### src/rtl/asd_pkg.sv
// ----------------------------------------------------------------------------
// asd_pkg
// Shared widths, register indexes, reset values and step codes for the
// accelerometer step detector.
// ----------------------------------------------------------------------------
`default_nettype none

package asd_pkg;

  localparam int unsigned AXIS_W   = 16;
  localparam int unsigned WORD_W   = 32;
  localparam int unsigned CFG_IDX_W = 8;
  localparam int unsigned KIND_W   = 2;

  localparam logic [CFG_IDX_W-1:0] REG_LOW_THRESHOLD_SQ  = CFG_IDX_W'(0);
  localparam logic [CFG_IDX_W-1:0] REG_HIGH_THRESHOLD_SQ = CFG_IDX_W'(1);
  localparam logic [CFG_IDX_W-1:0] REG_RUN_INTERVAL      = CFG_IDX_W'(2);
  localparam logic [CFG_IDX_W-1:0] REG_IDLE_LIMIT        = CFG_IDX_W'(3);

  localparam logic [WORD_W-1:0] RST_LOW_THRESHOLD_SQ  = WORD_W'(585693);
  localparam logic [WORD_W-1:0] RST_HIGH_THRESHOLD_SQ = WORD_W'(683152);
  localparam logic [WORD_W-1:0] RST_RUN_INTERVAL      = WORD_W'(110);
  localparam logic [WORD_W-1:0] RST_IDLE_LIMIT        = WORD_W'(30000);

  typedef logic [KIND_W-1:0] step_kind_t;

  localparam step_kind_t STEP_NONE    = KIND_W'(0);
  localparam step_kind_t STEP_WALKING = KIND_W'(1);
  localparam step_kind_t STEP_RUNNING = KIND_W'(2);

endpackage

`default_nettype wire

### src/rtl/asd_if.sv
// ----------------------------------------------------------------------------
// asd_if
// Valid/ready channels of the step detector: sample words, result words and
// register writes.
// ----------------------------------------------------------------------------
`default_nettype none

interface asd_sample_if;
  logic                                 valid;
  logic                                 ready;
  logic signed [asd_pkg::AXIS_W-1:0]    accel_y;
  logic signed [asd_pkg::AXIS_W-1:0]    accel_z;
  logic        [asd_pkg::WORD_W-1:0]    timer_now;
  logic                                 link_connected;

  modport source (output valid, accel_y, accel_z, timer_now, link_connected, input ready);
  modport sink   (input valid, accel_y, accel_z, timer_now, link_connected, output ready);
endinterface

interface asd_result_if;
  logic                          valid;
  logic                          ready;
  logic [asd_pkg::KIND_W-1:0]    step_kind;
  logic                          zero_motion_report;
  logic                          idle_report;
  logic                          idle_disconnected_report;
  logic [asd_pkg::WORD_W-1:0]    step_total;
  logic                          motion_armed;

  modport source (output valid, step_kind, zero_motion_report, idle_report,
                  idle_disconnected_report, step_total, motion_armed, input ready);
  modport sink   (input valid, step_kind, zero_motion_report, idle_report,
                  idle_disconnected_report, step_total, motion_armed, output ready);
endinterface

interface asd_cfg_if;
  logic                            valid;
  logic                            ready;
  logic [asd_pkg::CFG_IDX_W-1:0]   addr;
  logic [asd_pkg::WORD_W-1:0]      data;

  modport source (output valid, addr, data, input ready);
  modport sink   (input valid, addr, data, output ready);
endinterface

`default_nettype wire

### src/rtl/accel_step_detector.sv
// ----------------------------------------------------------------------------
// accel_step_detector
// Threshold step detector with hysteresis, step classing and idle reports.
// ----------------------------------------------------------------------------
// Takes one sample word per clock while the result side is not stalled and
// returns one result word per sample, in order. The input stage registers
// y*y + z*z; the result stage compares it with the thresholds, updates the
// step and idle state and holds the result word, so a new sample is taken
// every cycle while results keep draining. Register writes are always
// accepted and should only be issued while the block idles.
// ----------------------------------------------------------------------------
`default_nettype none

module accel_step_detector (
  input  wire logic      clk,
  input  wire logic      rst,
  asd_sample_if.sink     sample,
  asd_result_if.source   result,
  asd_cfg_if.sink        cfg
);

  import asd_pkg::*;

  logic [WORD_W-1:0] low_threshold_sq;
  logic [WORD_W-1:0] high_threshold_sq;
  logic [WORD_W-1:0] run_interval;
  logic [WORD_W-1:0] idle_limit;

  logic              s1_valid;
  logic [WORD_W-1:0] s1_sum;
  logic [WORD_W-1:0] s1_now;
  logic              s1_link;

  logic              armed;
  logic [WORD_W-1:0] step_counter;
  logic              had_step;
  logic [WORD_W-1:0] previous_step_time;
  logic [WORD_W-1:0] last_step_time;
  logic [WORD_W-1:0] disconnected_reference;
  logic [WORD_W-1:0] connected_reference;
  logic [WORD_W-1:0] idle_accumulator;

  logic              armed_next;
  logic [WORD_W-1:0] step_counter_next;
  logic              had_step_next;
  logic [WORD_W-1:0] previous_step_time_next;
  logic [WORD_W-1:0] last_step_time_next;
  logic [WORD_W-1:0] disconnected_reference_next;
  logic [WORD_W-1:0] connected_reference_next;
  logic [WORD_W-1:0] idle_accumulator_next;

  logic              res_valid;
  step_kind_t        res_kind;
  logic              res_zero;
  logic              res_idle;
  logic              res_idle_dis;
  logic [WORD_W-1:0] res_total;
  logic              res_armed;

  step_kind_t        kind_next;
  logic              zero_next;
  logic              idle_next;
  logic              idle_dis_next;

  logic              advance;
  logic              sample_take;
  logic [WORD_W-1:0] sq_y;
  logic [WORD_W-1:0] sq_z;
  logic              arm_hit;
  logic              armed_mid;
  logic              step_hit;
  logic [WORD_W-1:0] interval;
  logic              running;
  logic [WORD_W-1:0] idle_ref;
  logic [WORD_W-1:0] idle_sum;
  logic              idle_over;

  assign advance     = s1_valid && (!res_valid || result.ready);
  assign sample.ready = !s1_valid || advance;
  assign sample_take = sample.valid && sample.ready;
  assign cfg.ready   = 1'b1;

  assign sq_y = WORD_W'($signed(sample.accel_y) * $signed(sample.accel_y));
  assign sq_z = WORD_W'($signed(sample.accel_z) * $signed(sample.accel_z));

  always_ff @(posedge clk) begin
    if (rst) begin
      low_threshold_sq  <= RST_LOW_THRESHOLD_SQ;
      high_threshold_sq <= RST_HIGH_THRESHOLD_SQ;
      run_interval      <= RST_RUN_INTERVAL;
      idle_limit        <= RST_IDLE_LIMIT;
    end else if (cfg.valid) begin
      case (cfg.addr)
        REG_LOW_THRESHOLD_SQ:  low_threshold_sq  <= cfg.data;
        REG_HIGH_THRESHOLD_SQ: high_threshold_sq <= cfg.data;
        REG_RUN_INTERVAL:      run_interval      <= cfg.data;
        REG_IDLE_LIMIT:        idle_limit        <= cfg.data;
        default: ;
      endcase
    end
  end

  always_ff @(posedge clk) begin
    if (rst) begin
      s1_valid <= 1'b0;
    end else if (sample_take) begin
      s1_valid <= 1'b1;
    end else if (advance) begin
      s1_valid <= 1'b0;
    end
  end

  always_ff @(posedge clk) begin
    if (sample_take) begin
      s1_sum  <= sq_y + sq_z;
      s1_now  <= sample.timer_now;
      s1_link <= sample.link_connected;
    end
  end

  always_comb begin
    arm_hit   = (s1_sum <= low_threshold_sq) && !armed;
    armed_mid = armed || (arm_hit && (s1_sum != '0));
    step_hit  = armed_mid && (s1_sum > high_threshold_sq);
    interval  = s1_now - previous_step_time;
    running   = had_step && ($signed(interval) < $signed(run_interval));
    idle_ref  = s1_link ? connected_reference : disconnected_reference;
    idle_sum  = idle_accumulator + (s1_now - idle_ref);
    idle_over = idle_sum > idle_limit;

    armed_next                  = armed;
    step_counter_next           = step_counter;
    had_step_next               = had_step;
    previous_step_time_next     = previous_step_time;
    last_step_time_next         = last_step_time;
    disconnected_reference_next = disconnected_reference;
    connected_reference_next    = connected_reference;
    idle_accumulator_next       = idle_accumulator;
    kind_next                   = STEP_NONE;
    zero_next                   = 1'b0;
    idle_next                   = 1'b0;
    idle_dis_next               = 1'b0;

    if (s1_link) begin
      zero_next  = arm_hit && (s1_sum == '0);
      armed_next = armed_mid;
      if (step_hit) begin
        armed_next                  = 1'b0;
        step_counter_next           = step_counter + WORD_W'(1);
        last_step_time_next         = s1_now;
        disconnected_reference_next = s1_now;
        connected_reference_next    = s1_now;
        kind_next                   = running ? STEP_RUNNING : STEP_WALKING;
        had_step_next               = 1'b1;
        previous_step_time_next     = s1_now;
      end else begin
        idle_accumulator_next = idle_over ? '0 : idle_sum;
        idle_next             = idle_over;
        if (idle_over && ((last_step_time <= disconnected_reference) ||
                          (last_step_time == '0))) begin
          connected_reference_next = s1_now;
        end
      end
    end else begin
      idle_accumulator_next = idle_over ? '0 : idle_sum;
      idle_dis_next         = idle_over;
      if (idle_over) begin
        disconnected_reference_next = (last_step_time != '0) ? last_step_time : s1_now;
      end
    end
  end

  always_ff @(posedge clk) begin
    if (rst) begin
      armed                  <= 1'b0;
      step_counter           <= '0;
      had_step               <= 1'b0;
      previous_step_time     <= '0;
      last_step_time         <= '0;
      disconnected_reference <= '0;
      connected_reference    <= '0;
      idle_accumulator       <= '0;
    end else if (advance) begin
      armed                  <= armed_next;
      step_counter           <= step_counter_next;
      had_step               <= had_step_next;
      previous_step_time     <= previous_step_time_next;
      last_step_time         <= last_step_time_next;
      disconnected_reference <= disconnected_reference_next;
      connected_reference    <= connected_reference_next;
      idle_accumulator       <= idle_accumulator_next;
    end
  end

  always_ff @(posedge clk) begin
    if (rst) begin
      res_valid <= 1'b0;
    end else if (advance) begin
      res_valid <= 1'b1;
    end else if (result.ready) begin
      res_valid <= 1'b0;
    end
  end

  always_ff @(posedge clk) begin
    if (advance) begin
      res_kind     <= kind_next;
      res_zero     <= zero_next;
      res_idle     <= idle_next;
      res_idle_dis <= idle_dis_next;
      res_total    <= step_counter_next;
      res_armed    <= armed_next;
    end
  end

  assign result.valid                    = res_valid;
  assign result.step_kind                = res_kind;
  assign result.zero_motion_report       = res_zero;
  assign result.idle_report              = res_idle;
  assign result.idle_disconnected_report = res_idle_dis;
  assign result.step_total               = res_total;
  assign result.motion_armed             = res_armed;

endmodule

`default_nettype wire

### src/flat_wrapper.sv
// flat-port wrapper written by rule: the top's interface ports become plain ports
module accel_step_detector_flat import asd_pkg::*;
  (clk, rst, sample_valid, sample_accel_y, sample_accel_z, sample_timer_now, sample_link_connected, sample_ready, result_valid, result_step_kind, result_zero_motion_report, result_idle_report, result_idle_disconnected_report, result_step_total, result_motion_armed, result_ready, cfg_valid, cfg_addr, cfg_data, cfg_ready);
  asd_sample_if sample_i ();
  asd_result_if result_i ();
  asd_cfg_if cfg_i ();
  input  wire logic clk;
  input  wire logic rst;
  input wire logic [$bits(sample_i.valid)-1:0] sample_valid;
  input wire logic [$bits(sample_i.accel_y)-1:0] sample_accel_y;
  input wire logic [$bits(sample_i.accel_z)-1:0] sample_accel_z;
  input wire logic [$bits(sample_i.timer_now)-1:0] sample_timer_now;
  input wire logic [$bits(sample_i.link_connected)-1:0] sample_link_connected;
  output wire logic [$bits(sample_i.ready)-1:0] sample_ready;
  output wire logic [$bits(result_i.valid)-1:0] result_valid;
  output wire logic [$bits(result_i.step_kind)-1:0] result_step_kind;
  output wire logic [$bits(result_i.zero_motion_report)-1:0] result_zero_motion_report;
  output wire logic [$bits(result_i.idle_report)-1:0] result_idle_report;
  output wire logic [$bits(result_i.idle_disconnected_report)-1:0] result_idle_disconnected_report;
  output wire logic [$bits(result_i.step_total)-1:0] result_step_total;
  output wire logic [$bits(result_i.motion_armed)-1:0] result_motion_armed;
  input wire logic [$bits(result_i.ready)-1:0] result_ready;
  input wire logic [$bits(cfg_i.valid)-1:0] cfg_valid;
  input wire logic [$bits(cfg_i.addr)-1:0] cfg_addr;
  input wire logic [$bits(cfg_i.data)-1:0] cfg_data;
  output wire logic [$bits(cfg_i.ready)-1:0] cfg_ready;
  assign sample_i.valid = sample_valid;
  assign sample_i.accel_y = sample_accel_y;
  assign sample_i.accel_z = sample_accel_z;
  assign sample_i.timer_now = sample_timer_now;
  assign sample_i.link_connected = sample_link_connected;
  assign sample_ready = sample_i.ready;
  assign result_valid = result_i.valid;
  assign result_step_kind = result_i.step_kind;
  assign result_zero_motion_report = result_i.zero_motion_report;
  assign result_idle_report = result_i.idle_report;
  assign result_idle_disconnected_report = result_i.idle_disconnected_report;
  assign result_step_total = result_i.step_total;
  assign result_motion_armed = result_i.motion_armed;
  assign result_i.ready = result_ready;
  assign cfg_i.valid = cfg_valid;
  assign cfg_i.addr = cfg_addr;
  assign cfg_i.data = cfg_data;
  assign cfg_ready = cfg_i.ready;
  accel_step_detector u_core (.clk(clk), .rst(rst), .sample(sample_i), .result(result_i), .cfg(cfg_i));
endmodule
### config.mk
export PLATFORM = sky130hd
export DESIGN_NAME = accel_step_detector_flat
export DESIGN_NICKNAME = d
export VERILOG_FILES = /design/src/rtl/asd_pkg.sv /design/src/rtl/asd_if.sv /design/src/rtl/accel_step_detector.sv /design/src/flat_wrapper.sv
export SDC_FILE = /design/constraint.sdc
export NUM_CORES = 2
export LEC_CHECK = 0
export ABC_AREA = 1
export BUFFER_PORTS_ARGS = -buffer_cell sky130_fd_sc_hd__buf_2
export CAP_MARGIN = 20
export CORE_MARGIN = 4
export CORE_UTILIZATION = 62
export CTS_BUF_LIST = sky130_fd_sc_hd__clkbuf_8
export DETAILED_ROUTE_END_ITERATION = 16
export GPL_TIMING_DRIVEN = 0
export PLACE_DENSITY = 0.77
export SLEW_MARGIN = 20
export SYNTH_ARGS = -nofsm -noshare
export SYNTH_HDL_FRONTEND = slang
export SYNTH_SLANG_ARGS = --single-unit
### constraint.sdc
create_clock -name clk -period 15.36 [get_ports clk]
set_input_delay 2.304 -clock clk [delete_from_list [all_inputs] [get_ports clk]]
set_output_delay 2.304 -clock clk [all_outputs]
set_load 0.02 [all_outputs]
==> out/qor_table.md <==
| Metric | Reported | Unit |
|---|---|---|
| Outcome | complete, no violations | - |
| Post-layout minimum cycle time | 9.93 | ns |
| Top cell family by delay on the critical path | adder cells | - |
| Fraction of synthesis flops using an asynchronous set or reset pin | 0 | % |
| DP Area | 44000 | sq um |
| Proportion of layout cells with a drive suffix above 1 | 5.73 | % |
| Hold_buf cts | 0 | - |
| Synth-to-Final Area Change | 7.65 | % |
| CP bufs+invs | 8 | - |
| Delay contributed by the slowest stage of the critical path | 0.62 | ns |
| Routability congestion estimate from global placement | 0.991 | - |
| Clk Latency, worst-skew pair | 0.67 | ns |
| Most used cell, CP | sky130_fd_sc_hd__fa_1 | - |
| DIE HEIGHT | 269 | microns |
| Clk slew on worst S/H paths | 0.06 | ns |
| Slew at the pin with the worst max-slew slack | 1.03 | ns |
| WL/cell | 18.7 | microns |
| Pre-antenna DRT Iters | 6 | - |
| Nets@finish | 6507 | - |
| Startpoint type of the worst setup path | primary input | - |
| CTS tree | yes | - |
| Syn_area_per_cell | 8.01 | sq um |
| Net count after synthesis | 6305 | - |
| Max Clk Rate | 101 | MHz |
| Xor and xnor area share after synthesis | 2.51 | % |
| Wire length of the first global-routing pass | 190 | mm |
| RSZ-0062 raised after global routing | false | - |
| Die W | 269 | microns |
| Clock Tree Buf Depth | 3 | - |
| Critical-path cell with the highest stage delay | sky130_fd_sc_hd__clkbuf_1 | - |
| Classification of the worst setup path | primary input to flip-flop | - |
| H-tree levels | 3 | - |
| Area share of the largest cell type after synthesis | 26.1 | % |
| GR Util met2 | 54.8 | % |
| Largest cells by area after synthesis | sky130_fd_sc_hd__fa_1 26%, sky130_fd_sc_hd__dfxtp_1 14%, sky130_fd_sc_hd__inv_1 11% | - |
| CTS sink count | 395 | - |
| Largest fanout of any net on the critical path | 10 | - |
| Final Non-Filler Cells | 6406 | - |
| Compound-gate portion of the synthesized area | 10.1 | % |
| EDFF count, synth | 103 | - |
| Worst EP arrival | 10.33 | ns |
| Count of different cell masters after synthesis | 50 | - |
| Initial antenna violation count | 9 | - |
| Row count | 95 | - |
| DR DRC count | 0 | - |
| Setup TNS after final layout | 0 | ns |
| Global routing usage summed across all routing layers | 33.6 | % |
| Number of port buffers | 132 | - |
| Area of the die | 72400 | sq um |
| Primary flip-flop cell chosen by synthesis mapping | sky130_fd_sc_hd__dfxtp_1 | - |
| Core area | 67400 | sq um |
| Aggregate global routing overflow | 0 | - |
| Combinational family with the most area after synthesis | adder cells | - |
| Count of yosys warnings during synthesis | 0 | - |
| Busiest layer in global routing | met2 | - |
| Via count of the first global-routing pass | 35100 | - |
| Post-CTS setup buffer count | 0 | - |
| Endpoint required time on the critical path | 15.75 | ns |
| Clock buffer count from CTS | 67 | - |
| Iteration-0 DRC count of the detailed router | 3042 | - |
| Global routing usage on met1 | 44.5 | % |
| Vias/cell | 5.51 | - |
| Most area-hungry cell type in the Yosys netlist | sky130_fd_sc_hd__fa_1 | - |
| Final worst path period share | 64.7 | % |
| Final Cell Area | 45500 | sq um |
| Post-Synth Adder-Cell Area | 37.1 | % |
| Max Slew Vio Count | 0 | - |
| Setup clock skew after layout | 0.0518 | ns |
| Effective utilization at floorplan | 62.7 | % |
| Worst slew margin | 31.5 | % |
| Number of cells in the design after placement | 6278 | - |
| Master cell of the clock root buffer | sky130_fd_sc_hd__clkbuf_8 | - |
| Vias | 35300 | - |
| Total of cells resized after clock tree synthesis | 0 | - |
| Number of endpoints failing setup at the final stage | 0 | - |
| Simple-gate portion of the synthesized area | 15.7 | % |
| HPWL reported at the end of detailed placement | 101 | mm |
| Proportion of synthesized chip area in sequential cells | 21.2 | % |
| Top post-synthesis cells by count | 1277 x sky130_fd_sc_hd__inv_1, 897 x sky130_fd_sc_hd__nand2_1, 551 x sky130_fd_sc_hd__fa_1 | - |
| Most used standard cell by instance count after synthesis | sky130_fd_sc_hd__inv_1 | - |
| Max-Cap Viols | 0 | - |
| Pin count of the biggest net entering global routing | 48 | - |
| Category of the worst setup path capture point | flip-flop | - |
| Final antenna-violating net count | 0 | - |
| Area of the mapped netlist | 42200 | sq um |
| Post-Route WL | 120 | mm |
| HP Class | flip-flop to flip-flop | - |
| Final hold violation count | 0 | - |
| Number of ports placed on the die boundary | 151 | - |
| Seq cells post-synth | 395 | - |
| Met3 Use GR | 4.84 | % |
| Number of fillers in the final layout | 5690 | - |
| Post-Synthesis Cells | 5272 | - |
| Share of cell area taken by muxes after synthesis | 0 | % |
[layer usage]
metal	share of wire, %	wire length [microns]	up-vias
met4	5.2	6250	12
li1	-	-	16700
met2	46	55200	1500
met1	41	49100	16700
met5	0.063	75	-
met3	7.7	9170	342
[cells in the final DEF, fill, tap and decap left out, drive strengths merged, types with 88 or more instances in the layout]
| cell type | instances |
|---|---|
| dfxtp | 292 |
| edfxtp | 103 |
| ha | 372 |
| nand3 | 180 |
| fa | 551 |
| nand2 | 899 |
| nand4 | 88 |
| buf | 181 |
| o21ai | 274 |
| clkbuf | 229 |
| nor2 | 308 |
| inv | 1303 |
| a21oi | 405 |
[worst paths after layout]
| check | start | end | slack (ns) | cells after the start |
|---|---|---|---|---|
| setup / recovery | sample_accel_z[8] | u_core.s1_sum[25] | 5.43 | 27 |
| setup reg to reg | u_core.s1_link | u_core.connected_reference[1] | 7.71 | 26 |
| hold reg to reg | u_core.low_threshold_sq[23] | u_core.low_threshold_sq[23] | 0.46 | 2 |
| hold / removal | u_core.low_threshold_sq[23] | u_core.low_threshold_sq[23] | 0.46 | 2 |
[logic make-up (layout without fill, tap and decap cells)]
family,count (synthesis),after routing
DFF,395,395
and+or+nand+nor,1558,1558
xor gates and xnor gates,121,121
other,1,6
adders and majority gates,923,923
AOI/OAI and AO/OA,794,794
buffers and inverters,1480,1736
[worst min-delay path, stage by stage, from the launching register on]
cell	delay (ns)
sky130_fd_sc_hd__dfxtp_1	0.30
sky130_fd_sc_hd__inv_1	0.06
sky130_fd_sc_hd__a21oi_1	0.06
[sequential cells by signal, indices dropped and copies added (netlist names)]
| register | flops |
|---|---|
| u_core.s1_link | 1 |
| u_core.result.valid | 1 |
| u_core.result.step_total | 32 |
| u_core.high_threshold_sq | 32 |
| u_core.result.idle_disconnected_report | 1 |
| u_core.s1_now | 32 |
| u_core.idle_limit | 32 |
| u_core.result.zero_motion_report | 1 |
| u_core.result.step_kind | 2 |
| u_core.last_step_time | 32 |
| u_core.low_threshold_sq | 32 |
| u_core.result.idle_report | 1 |
| u_core.disconnected_reference | 32 |
| u_core.s1_sum | 32 |
| u_core.result.motion_armed | 1 |
| u_core.armed | 1 |
| u_core.s1_valid | 1 |
| u_core.run_interval | 32 |
| u_core.idle_accumulator | 32 |
| u_core.connected_reference | 32 |
| u_core.step_counter | 32 |
| u_core.had_step | 1 |
[final cells by class]
type / instances / area, sq um / area share, %
antenna: 5 / 12.5 / 0.0275
multi-input combinational: 3397 / 27600 / 60.8
inverter: 1279 / 4800 / 10.6
sequential: 395 / 8940 / 19.7
tap: 873 / 1090 / 2.40
clock buffer: 76 / 1050 / 2.30
clock inverter: 47 / 392 / 0.861
timing repair buffer: 133 / 681 / 1.50
buffer: 201 / 865 / 1.90
[through the flow]
step / setup slack (ns) / hold WS, ns / util [%]
6_report: 5.43 / 0.457 / 67.5
5_1_grt: 5.08 / 0.474 / 67.4
4_1_cts: 5.63 / 0.460 / 67.4
3_5_place_dp: 4.94 / 0.452 / 65.3
3_3_place_gp: 5.02 / 0.444 / 65.3
2_1_floorplan: 6.39 / 0.433 / -
Power is left out: the tool's default activity adds up to more than one toggle a clock period on the data nets, which glitch-free logic cannot reach.
